--- src/hdl/fnpa_pkg.sv ---
package fnpa_pkg;

  // Field widths of the block's items and registers.
  localparam int COORD_W   = 20;
  localparam int VAL_W     = 32;
  localparam int IDX_W     = 15;
  localparam int ENTRIES_W = 16;
  localparam int LIMIT_W   = 44;
  localparam int DIST_W    = 2 * COORD_W + 1;
  localparam int CFG_IDX_W = 1;

  // Register indexes on the configuration port.
  localparam logic [CFG_IDX_W-1:0] REG_ENTRIES = 1'd0;
  localparam logic [CFG_IDX_W-1:0] REG_LIMIT   = 1'd1;

  // Reset value of the distance limit (an unsigned integer squared distance).
  localparam logic [LIMIT_W-1:0] LIMIT_RESET = 44'd25600000;

  // Operation codes of an input beat.
  localparam logic FUNC_LOAD  = 1'b0;
  localparam logic FUNC_QUERY = 1'b1;

  // One table entry as stored in memory.
  typedef struct packed {
    logic [COORD_W-1:0]      x;
    logic [COORD_W-1:0]      y;
    logic signed [VAL_W-1:0] u;
    logic signed [VAL_W-1:0] v;
  } entry_t;

  // A scanned entry with its squared distance to the query point.
  typedef struct packed {
    logic                    valid;
    logic [DIST_W-1:0]       d;
    logic [COORD_W-1:0]      x;
    logic [COORD_W-1:0]      y;
    logic signed [VAL_W-1:0] u;
    logic signed [VAL_W-1:0] v;
  } cand_t;

  // Control from the sequencer to the ranking unit.
  typedef struct packed {
    logic clear;
    logic sum_go;
  } rank_ctl_t;

  typedef enum logic [2:0] {
    ST_IDLE,
    ST_SCAN,
    ST_DRAIN,
    ST_SUM,
    ST_DONE
  } fnpa_state_t;

endpackage

--- src/hdl/fnpa_dist.sv ---
module fnpa_dist (
  input  logic                          clk,
  input  logic                          rst,
  input  logic                          rd_en,
  input  fnpa_pkg::entry_t              entry,
  input  logic [fnpa_pkg::COORD_W-1:0]  qx,
  input  logic [fnpa_pkg::COORD_W-1:0]  qy,
  output fnpa_pkg::cand_t               cand,
  output logic                          busy
);
  import fnpa_pkg::*;

  logic                 v0, v1, v2;
  entry_t               e1, e2;
  logic [COORD_W-1:0]   dx, dy;
  logic [2*COORD_W-1:0] sqx, sqy;

  // Valid bits follow the memory read through the stages.
  always_ff @(posedge clk) begin
    if (rst) begin
      v0 <= 1'b0;
      v1 <= 1'b0;
      v2 <= 1'b0;
    end else begin
      v0 <= rd_en;
      v1 <= v0;
      v2 <= v1;
    end
  end

  // Stage one: absolute coordinate differences.
  always_ff @(posedge clk) begin
    dx <= (entry.x >= qx) ? entry.x - qx : qx - entry.x;
    dy <= (entry.y >= qy) ? entry.y - qy : qy - entry.y;
    e1 <= entry;
  end

  // Stage two: the two squares.
  always_ff @(posedge clk) begin
    sqx <= dx * dx;
    sqy <= dy * dy;
    e2  <= e1;
  end

  // The squared distance feeds the ranking unit directly.
  always_comb begin
    cand.valid = v2;
    cand.d     = DIST_W'(sqx) + DIST_W'(sqy);
    cand.x     = e2.x;
    cand.y     = e2.y;
    cand.u     = e2.u;
    cand.v     = e2.v;
  end

  assign busy = v0 | v1 | v2;

endmodule

--- config.mk ---
export PLATFORM = sky130hd
export DESIGN_NAME = fnpa_dist
export DESIGN_NICKNAME = d
export VERILOG_FILES = /design/src/hdl/fnpa_pkg.sv /design/src/hdl/fnpa_dist.sv
export SDC_FILE = /design/constraint.sdc
export NUM_CORES = 2
export LEC_CHECK = 0
export BUFFER_PORTS_ARGS = -buffer_cell sky130_fd_sc_hd__buf_2
export CAP_MARGIN = 20
export CORE_ASPECT_RATIO = 2
export CORE_MARGIN = 4
export CORE_UTILIZATION = 50
export DETAILED_ROUTE_END_ITERATION = 6
export GPL_ROUTABILITY_DRIVEN = 0
export GPL_TIMING_DRIVEN = 0
export PLACE_DENSITY = 0.72
export SETUP_SLACK_MARGIN = 0.02
export SLEW_MARGIN = 20
export SYNTH_ARGS = -nofsm -noshare
export SYNTH_HDL_FRONTEND = slang
export SYNTH_SLANG_ARGS = --single-unit
export TNS_END_PERCENT = 100
--- constraint.sdc ---
create_clock -name clk -period 8 [get_ports clk]
set_input_delay 0.4 -clock clk [delete_from_list [all_inputs] [get_ports clk]]
set_output_delay 0.4 -clock clk [all_outputs]
set_load 0.01 [all_outputs]
==> summary.md <==
| Metric | Value |
|---|---|
| Total wire length after detailed routing | `92200 µm` |
| Cell with the largest stage delay on the worst path | `sky130_fd_sc_hd__a211oi_1` |
| Worst Tran Pin Value | `964 ps` |
| Nets in the synthesized netlist | `about 4800` |
| CORE AREA | `0.0698 mm²` |
| Gate count after technology mapping | `3671` |
| Critical Path Start Type | `flip-flop` |
| Count of standard-cell rows | `137` |
| Die H | `383 µm` |
| All-layer global routing usage | `between 20% and 30%` |
| Syn Std Cell Area | `0.0352 mm²` |
| Warnings from Yosys | `0` |
| Via count | `between 20000 and 30000` |
| Final critical path time including I/O delays and setup | `just under 8000 ps` |
| Global-route wire length before repair | `148000 µm` |
| Cell with the most instances on the worst path | `sky130_fd_sc_hd__fa_1` |
| Number of register bits inferred by synthesis | `329` |
| Max H-tree Level | `2` |
| DRC violations left | `0` |
| Final hold slack | `180 ps` |
| Crit. End Element | `flip-flop` |
| Clock tree from TritonCTS | `built` |
| Count of antenna-violating nets left after detailed routing | `0` |
| Crit-path cells | `clkbuf_2, nand2_1, fa_1, inv_1, fa_1, inv_1, fa_1, inv_1, fa_1, fa_1, fa_1, fa_1, ha_1, buf_1, a21oi_1, o22a_1, o21ai_1, a211oi_1, o31a_2, nor2_1, a211oi_1, xnor2_1` |
| Number of enable-type register cells in the synthesized netlist | `0` |
| Largest net degree at the start of global routing | `18` |
| FILL cells | `6050` |
| CTS sink count | `between 300 and 400` |
| Routed len/inst | `18.3 µm` |
| Share of synthesized flip-flops with an asynchronous set or reset | `0%` |
| F_max | `129 MHz` |
| Largest fanout of any net on the critical path | `10` |
| Clock tree root driver cell | `sky130_fd_sc_hd__clkbuf_16` |
| Nets@finish | `5235` |
| Synth Flop Type | `sky130_fd_sc_hd__dfxtp_1` |
| Part of the Yosys area used for sequential elements | `about a fifth` |
| Synth Area per Inst | `9.60 µm²` |
| Synth cell types | `81` |
| Clock network latency to the later pin of the worst-skew pair | `about 600 ps` |
| First DRT Iteration DRCs | `1028` |
| Overall overflow remaining after global route | `0` |
| Final max-slew violation count | `0` |
| Path category of the worst min-delay check | `in2reg` |
| Clock tree buffer depth | `3` |
| Number of ports placed on the die boundary | `294` |
| Critical Setup Path Class | `reg2reg` |
| Worst endpoint data arrival time | `around 8300 ps` |
| Number of hold violations in the final report | `0` |
| Number of detailed-route iterations in the first pass | `5` |
| Clock buffers created by TritonCTS | `34` |
| Final worst clock skew | `around 38 ps` |
| Effective utilization at floorplan | `50.5%` |
| PortBufs | `293` |
| Final clock period utilization by the worst path | `between 90% and 100%` |
| Largest cells by area after synthesis | `sky130_fd_sc_hd__fa_1, sky130_fd_sc_hd__dfxtp_1, sky130_fd_sc_hd__ha_1` |
| Post-route design area | `0.0402 mm²` |
| Post-placement cell area | `0.0378 mm²` |
| Final setup violation count | `0` |
| Most area-hungry cell type in the Yosys netlist | `sky130_fd_sc_hd__fa_1` |
| Vias per cell | `5.22` |
| Ratio of cells with drive above 1 in the final layout | `11.2%` |
| Max-cap violations | `0` |
| Area Overhead vs Synth | `14.2%` |
| Top-area cell type share of the netlist area | `between 30% and 40%` |
| Number of diodes | `0` |
| Peak per-stage delay on the critical path | `830 ps` |
| RSZ-0062 raised after global routing | `no` |
| Via count of the first global-routing pass | `29400` |
| CP Data Required Time | `8510 ps` |
| X dimension of the die | `196 µm` |
| Number of antenna violations at the first check in global routing | `0` |
| Worst-path clk slew | `around 70 ps` |
| Half-perimeter wire length after detailed placement | `between 70000 and 80000 µm` |
| Remaining max-slew budget at the tightest pin | `between 30 and 40%` |
| Die area | `around 0.075 mm²` |
| Outcome | `completed` |
-- final cells by class --
cell class,count,area [µm²],share of cell area (%)
Multi-Input combinational cell,2394,25200,62.5
Sequential cell,329,6590,16.4
Inverter,825,3100,7.70
Timing Repair Buffer,400,2530,6.30
Tap cell,903,1130,2.81
Clock buffer,41,918,2.28
Buffer,118,551,1.37
Clock inverter,19,256,0.637
-- per-layer routing --
layer / vias to the layer above / global-route usage, % / share of wire, %
li1: 12300 / - / -
met1: 12800 / 22.4 / 31
met2: 809 / 49.0 / 56
met3: 394 / 3.62 / 4.5
met4: 0 / 17.3 / 8.9
met5: - / 0 / 0
-- timing repair --
action / in CTS / in global routing
hold buffers: 106 / 0
endpoints found under the hold margin: 107 / 0
pin swaps: 1 / 0
setup buffers: 1 / 0
gates cloned: 0 / 0
resized for setup: 48 / 54
setup endpoints to repair: 30 / 23
-- critical path: cells and delay by family (launching register included) --
family                     cells  cell delay [ps]
adders and majority gates      8             3800
AOI/OAI and AO/OA              6             1990
buffers and inverters          5              780
DFF                            1              700
and+or+nand+nor                2              300
xor gates and xnor gates       1              140
-- final timing paths --
kind / from / endpoint / slack (ps) / cells past startpoint
worst max register to register: dy[11] / sqy[32] / 220 / 22
worst max-delay path: dy[11] / sqy[32] / 220 / 22
worst min register to register: e1[87] / cand[87] / 300 / 0
worst min-delay path: qy[0] / dy[0] / 180 / 3
-- synth_stat cells, drive strengths merged, types with 5 or more instances --
cell / n
o31ai: 8
clkbuf: 104
and2: 141
dfxtp: 329
a211o: 7
nand3: 31
ha: 424
a31oi: 18
a211oi: 12
xor2: 59
buf: 19
a2111oi: 6
a21oi: 136
nand2: 308
o211ai: 7
and3: 19
o21a: 15
a311oi: 5
nor3: 24
or2: 10
nor2b: 39
mux2: 6
a221oi: 12
fa: 562
nand4: 21
a31o: 6
a221o: 8
xnor2: 110
o21ai: 79
a21o: 91
nand3b: 5
inv: 825
mux2i: 16
nand2b: 17
o21bai: 30
nor2: 92
o31a: 7
or3: 13
-- sequential cells by signal, summed over array words and instances, names as in the netlist --
| signal | cells |
|---|---|
| cand | 104 |
| dx | 20 |
| dy | 20 |
| e1 | 104 |
| sqx | 39 |
| sqy | 39 |
| v0 | 1 |
| v1 | 1 |
| v2 | 1 |
-- kinds of logic after synthesis --
logic type / synth area share [%]
compound gates: 9.24
xor+xnor: 4.20
fa+ha+maj: 47.0
buf+inv: 10.1
flops: 18.7
mux: 0.646
simple gates: 10.1
-- per-stage QoR --
step	util (%)	instances	setup slack [ps]	setup TNS (ps)
2_1_floorplan	-	3671	967	0
3_3_place_gp	54.2	4867	-661	-7530
3_5_place_dp	54.2	4867	-738	-8820
4_1_cts	57.5	5030	23.3	0
5_1_grt	57.7	5029	18.6	0
6_report	57.7	5029	225	0
-- cells in the final DEF, fill, tap and decap left out, types with 35 or more instances in the layout --
master,synthesis,layout
sky130_fd_sc_hd__clkbuf_1,104,54
sky130_fd_sc_hd__and2_1,141,141
sky130_fd_sc_hd__xnor2_1,110,110
sky130_fd_sc_hd__a21o_1,91,91
sky130_fd_sc_hd__ha_1,424,424
sky130_fd_sc_hd__clkbuf_16,0,35
sky130_fd_sc_hd__nor2_1,92,92
sky130_fd_sc_hd__fa_1,562,562
sky130_fd_sc_hd__nor2b_1,39,39
sky130_fd_sc_hd__a21oi_1,134,134
sky130_fd_sc_hd__clkbuf_2,0,38
sky130_fd_sc_hd__buf_2,8,305
sky130_fd_sc_hd__dfxtp_1,329,323
sky130_fd_sc_hd__xor2_1,59,59
sky130_fd_sc_hd__nand2_1,308,308
sky130_fd_sc_hd__o21ai_0,76,74
sky130_fd_sc_hd__inv_1,825,825
sky130_fd_sc_hd__dlygate4sd3_1,0,106
Power is left out: the tool's default activity adds up to more than one toggle a clock period on the data nets, which glitch-free logic cannot reach.
