### config.mk
export PLATFORM = sky130hd
export DESIGN_NAME = fnpa_rank
export DESIGN_NICKNAME = d
export VERILOG_FILES = /design/src/hdl/fnpa_pkg.sv /design/src/hdl/fnpa_rank.sv
export SDC_FILE = /design/constraint.sdc
export NUM_CORES = 2
export LEC_CHECK = 0
export ABC_AREA = 1
export BUFFER_PORTS_ARGS = -buffer_cell sky130_fd_sc_hd__buf_4
export CAP_MARGIN = 20
export CORE_MARGIN = 10
export CORE_UTILIZATION = 67
export CTS_CLUSTER_DIAMETER = 50
export CTS_CLUSTER_SIZE = 12
export DETAILED_ROUTE_END_ITERATION = 7
export HOLD_SLACK_MARGIN = 0.05
export PLACE_DENSITY = 0.95
export RECOVER_POWER = 100
export SETUP_SLACK_MARGIN = 0.05
export SLEW_MARGIN = 30
export SYNTH_ARGS = -nofsm -noshare
export SYNTH_HDL_FRONTEND = slang
export SYNTH_SLANG_ARGS = --single-unit
### constraint.sdc
create_clock -name clk -period 40.8 [get_ports clk]
set_input_delay 8.16 -clock clk [delete_from_list [all_inputs] [get_ports clk]]
set_output_delay 8.16 -clock clk [all_outputs]
set_load 0.02 [all_outputs]
### src/hdl/fnpa_pkg.sv
package fnpa_pkg;

  // Field widths of the block's items and registers.
  localparam int COORD_W   = 20;
  localparam int VAL_W     = 32;
  localparam int IDX_W     = 15;
  localparam int ENTRIES_W = 16;
  localparam int LIMIT_W   = 44;
  localparam int DIST_W    = 2 * COORD_W + 1;
  localparam int CFG_IDX_W = 1;

  // Register indexes on the configuration port.
  localparam logic [CFG_IDX_W-1:0] REG_ENTRIES = 1'd0;
  localparam logic [CFG_IDX_W-1:0] REG_LIMIT   = 1'd1;

  // Reset value of the distance limit (an unsigned integer squared distance).
  localparam logic [LIMIT_W-1:0] LIMIT_RESET = 44'd25600000;

  // Operation codes of an input beat.
  localparam logic FUNC_LOAD  = 1'b0;
  localparam logic FUNC_QUERY = 1'b1;

  // One table entry as stored in memory.
  typedef struct packed {
    logic [COORD_W-1:0]      x;
    logic [COORD_W-1:0]      y;
    logic signed [VAL_W-1:0] u;
    logic signed [VAL_W-1:0] v;
  } entry_t;

  // A scanned entry with its squared distance to the query point.
  typedef struct packed {
    logic                    valid;
    logic [DIST_W-1:0]       d;
    logic [COORD_W-1:0]      x;
    logic [COORD_W-1:0]      y;
    logic signed [VAL_W-1:0] u;
    logic signed [VAL_W-1:0] v;
  } cand_t;

  // Control from the sequencer to the ranking unit.
  typedef struct packed {
    logic clear;
    logic sum_go;
  } rank_ctl_t;

  typedef enum logic [2:0] {
    ST_IDLE,
    ST_SCAN,
    ST_DRAIN,
    ST_SUM,
    ST_DONE
  } fnpa_state_t;

endpackage

### src/hdl/fnpa_rank.sv
module fnpa_rank #(
  parameter int NEIGHBOURS = 4
) (
  input  logic                              clk,
  input  logic                              rst,
  input  fnpa_pkg::rank_ctl_t               ctl,
  input  fnpa_pkg::cand_t                   cand,
  input  logic [fnpa_pkg::LIMIT_W-1:0]      limit,
  output logic                              sum_done,
  output logic signed [fnpa_pkg::VAL_W-1:0] avg_u,
  output logic signed [fnpa_pkg::VAL_W-1:0] avg_v
);
  import fnpa_pkg::*;

  localparam int CW = $clog2(NEIGHBOURS + 1);
  localparam int SW = VAL_W + $clog2(NEIGHBOURS) + 1;

  cand_t                  slots      [NEIGHBOURS];
  cand_t                  ins_next   [NEIGHBOURS];
  cand_t                  shift_next [NEIGHBOURS];
  cand_t                  cand_slot;
  logic [NEIGHBOURS-1:0]  lt, lt_prev;
  logic                   dup, in_limit, take;
  logic                   running;
  logic [CW-1:0]          cnt;
  logic signed [SW-1:0]   acc_u, acc_v;

  // Floor division by four, saturated to the 32-bit signed range.
  function automatic logic signed [VAL_W-1:0] sat_quarter(input logic signed [SW-1:0] s);
    logic signed [SW-1:0] q;
    q = s >>> 2;
    if (q > $signed({{(SW-VAL_W){1'b0}}, 1'b0, {(VAL_W-1){1'b1}}})) begin
      sat_quarter = {1'b0, {(VAL_W-1){1'b1}}};
    end else if (q < $signed({{(SW-VAL_W){1'b1}}, 1'b1, {(VAL_W-1){1'b0}}})) begin
      sat_quarter = {1'b1, {(VAL_W-1){1'b0}}};
    end else begin
      sat_quarter = q[VAL_W-1:0];
    end
  endfunction

  // Sorted insertion: slots stay ordered by distance, earlier index first
  // on ties. A point whose coordinates are already held is dropped.
  always_comb begin
    cand_slot       = cand;
    cand_slot.valid = 1'b1;
    dup             = 1'b0;
    for (int j = 0; j < NEIGHBOURS; j++) begin
      lt[j] = !slots[j].valid || (cand.d < slots[j].d);
      dup   = dup || (slots[j].valid && slots[j].x == cand.x && slots[j].y == cand.y);
    end
    lt_prev  = lt << 1;
    in_limit = LIMIT_W'(cand.d) < limit;
    take     = cand.valid && in_limit && !dup;
    ins_next[0] = (take && lt[0]) ? cand_slot : slots[0];
    for (int j = 1; j < NEIGHBOURS; j++) begin
      if (take && lt[j]) begin
        ins_next[j] = lt_prev[j] ? slots[j-1] : cand_slot;
      end else begin
        ins_next[j] = slots[j];
      end
    end
  end

  // While summing, the slots shift toward slot zero one per cycle.
  always_comb begin
    for (int j = 0; j < NEIGHBOURS - 1; j++) begin
      shift_next[j] = slots[j+1];
    end
    shift_next[NEIGHBOURS-1]       = slots[NEIGHBOURS-1];
    shift_next[NEIGHBOURS-1].valid = 1'b0;
  end

  // Slot registers; only the valid bits are reset.
  always_ff @(posedge clk) begin
    if (rst || ctl.clear) begin
      for (int j = 0; j < NEIGHBOURS; j++) begin
        slots[j].valid <= 1'b0;
      end
    end else if (running) begin
      slots <= shift_next;
    end else begin
      slots <= ins_next;
    end
  end

  // Accumulate u and v over the slots, one slot per cycle.
  always_ff @(posedge clk) begin
    if (rst) begin
      running  <= 1'b0;
      sum_done <= 1'b0;
    end else if (ctl.sum_go) begin
      running  <= 1'b1;
      sum_done <= 1'b0;
    end else if (running) begin
      if (cnt == CW'(1)) begin
        running  <= 1'b0;
        sum_done <= 1'b1;
      end
    end else begin
      sum_done <= 1'b0;
    end
  end

  always_ff @(posedge clk) begin
    if (ctl.sum_go) begin
      cnt   <= CW'(NEIGHBOURS);
      acc_u <= '0;
      acc_v <= '0;
    end else if (running) begin
      cnt   <= cnt - CW'(1);
      acc_u <= acc_u + (slots[0].valid ? SW'(slots[0].u) : SW'(0));
      acc_v <= acc_v + (slots[0].valid ? SW'(slots[0].v) : SW'(0));
    end
  end

  assign avg_u = sat_quarter(acc_u);
  assign avg_v = sat_quarter(acc_v);

endmodule

==> impl_metrics.ini <==
[routing]
via_per_inst = 6.06
vias = 40000
dr.pass1.iters = 8
totalWireLength_um = 128000
routed-wl-met2_um = 60600
drt-met1-wl_um = 46800
met3WireLength_um = 13700
wl_per_cell_um = 19.4
top_layer = met5
ant_nets = 0
drcViolationCount = 0
drtIter0Drc = 6008

[floorplanning]
rows = 92
dieArea_mm2 = 0.0743
die_x_um = 273
initial_utilization_pct = 67.7
ios = 259
design.core.area_mm2 = 0.0631
chipHeight_um = 273

[sta]
setup_viol = 0
worstMarginPinSlew_ns = 7.21
fmax_mhz = 51.9
min_period_over_period_pct = 47.3
finalClockSkew_ns = 0.0262
final-hold-violation-count = 0
relSlewSlack_pct = -381
fin_setup_tns_ns = 0
min_period_ns = 19.28
grt_setup_unrepaired = false
hold_ws_ns = 0.487
maxSlewViolCount = 1473

[clock_tree]
worst_skew_pair.late_latency_ns = 0.64
hold_buffers = 0
cts-root-buf = clkbuf_16
ctsResizeCount = 0
numCtsBuffers = 79
path_clk_slew_ns = 0.06
clock_sinks = 659
h-tree-depth = 3
post-cts-setup-buffers = 0
cts_max_path_buffers = 3
cts_tree = done

[worst_setup_path]
required_ns = 40.86
cp.arrival_ns = 19.35
worst_setup_path_end_kind = flop
cpMostUsedCell = nand2_1
slowest_stage = clkbuf_1
slowest_delay_ns = 5.20
critPathBufInv = 3
start_kind = input port
crit_fanout = 167
path_cells = clkbuf_1 -> ha_1 -> a21oi_1 -> nor2_1 -> nor3_1 -> nand2_1 -> nand2_1 -> nand2_1 -> nand2_1 -> nand3_1 -> nand2_1 -> clkbuf_1 -> clkbuf_1 -> o21ai_0
cp_top_family = buffers and inverters
worstSetupPathType = in2reg

[synthesis]
avgSynthCellArea_um2 = 7.68
syn-num-nets = 6028
synth_warnings = 0
yosysUniqueCellTypes = 44
yosysTopAreaCell = edfxtp_1
synthArstFlopShare_pct = 0
synth_flop_cell = edfxtp_1
synth_area_leaders = edfxtp_1 41%, nand2_1 13%, o21ai_0 9.4%
synth.cell_area_mm2 = 0.0427
ys_ff_latch = 659
ys_seq_area_share_pct = 44.5
synth_most_common_cell = nand2_1
synth_edf_count = 580
netlist.area_leader.share_pct = 40.8
synthCells = 5562
synth.top_cells.by_count = 1429 x nand2_1, 864 x inv_1, 800 x o21ai_0, 580 x edfxtp_1, 373 x nor2_1

[global_routing]
grt_pass1_wl_um = 200000
overflow = 0
antenna_found_initial = 18
grt_pass1_vias = 38500
grt_max_degree = 245
track_usage_pct = 33.1

[power_and_ir_drop]
p_leak_nw = 21.6
finalPower_mw = 1.78
ir_worst_vdd_v = 0.0000371
powerDensity_mw_per_mm2 = 38.2

[cells_and_area]
fin_util_pct = 73.9
n_fill_cell = 4625
fin_cells = 6598
area_delta_synth_final_pct = 9.13
nNetsFinal = 6141
layout-drive-gt1-share_pct = 3.31

[placement]
io_buffers = 258
dp.cells = 6438
gp_congestion = 0.978
hpwl_um = 82100

[outcome]
violations = capacitance limit, slew limit
run_status = finished, violations left

[hold_path]
hold_class = reg2reg

[job]
cap_violations = 24
[per-layer routing]
metal  vias to the layer above  global-route usage, %
met3                       545                   6.05
li1                      18500                      -
met1                     18200                   41.3
met5                         -                      0
met2                      2736                   54.4
met4                         6                   17.2
[area by class of cell]
class,instances,area [um2],area share [%]
multi-input combinational,3777,19300,41.4
inverter,866,3260,6.99
sequential,659,19000,40.8
antenna,17,42.5,0.0913
clock buffer,104,2210,4.74
clock inverter,37,365,0.784
timing repair buffer,292,1370,2.94
tap,846,1060,2.27
[cell families (layout without fill, tap and decap cells)]
group,count (synthesis),count (layout),share of synthesized area [%]
buffers and inverters,1126,1299,10.3
flip-flops,659,659,44.5
AND/OR/NAND/NOR,2093,2093,19.4
other,0,17,0
AO/OA/AOI/OAI,1329,1329,16.1
adder cells (fa/ha/maj),272,272,8.00
XOR/XNOR,83,83,1.70
[flip-flops by register name, summed over array words and instances, names as in the netlist]
| register | cells |
|---|---|
| slots | 146 |
| sum_done | 1 |
| acc_u | 35 |
| running | 1 |
| acc_v | 35 |
| cnt | 3 |
| shift_next | 438 |
[power breakdown]
part | internal (mW) | switching (mW)
logic | 0.0817 | 0.189
clock network | 0.411 | 0.299
registers | 0.779 | 0.0208
[tightest hold or removal path, delay by kind of cell, from the launching register on]
kind	cells	cell delay, ns
flip-flops	1	0.31
AO/OA/AOI/OAI	1	0.06
buffers and inverters	1	0.06
[per-stage QoR]
step	setup slack (ns)	instance area [um2]
after global placement	28.06	44900
after global routing	20.82	46600
after detailed placement	28.34	44900
final	21.52	46600
after CTS	28.97	47500
after floorplan	20.94	42700
[path summary, 6_finish.rpt]
kind | slack (ns) | depth (start not counted) | start | end
setup reg to reg | 28.89 | 12 | shift_next[418] | shift_next[107]
setup / recovery | 21.52 | 14 | cand[118] | shift_next[107]
hold reg to reg | 0.49 | 2 | acc_u[27] | acc_u[27]
hold / removal | 0.49 | 2 | acc_u[27] | acc_u[27]
[cells in the final DEF, fill, tap and decap left out, types with 85 or more instances in the layout]
cell and count:
o21ai_0 922, clkbuf_1 250, inv_1 863, a21oi_1 309, ha_1 270, edfxtp_1 580
clkbuf_16 85, nand3_1 220, nand2_1 1431, nor2_1 373
Note: power is estimated with default switching activity, not from simulation.
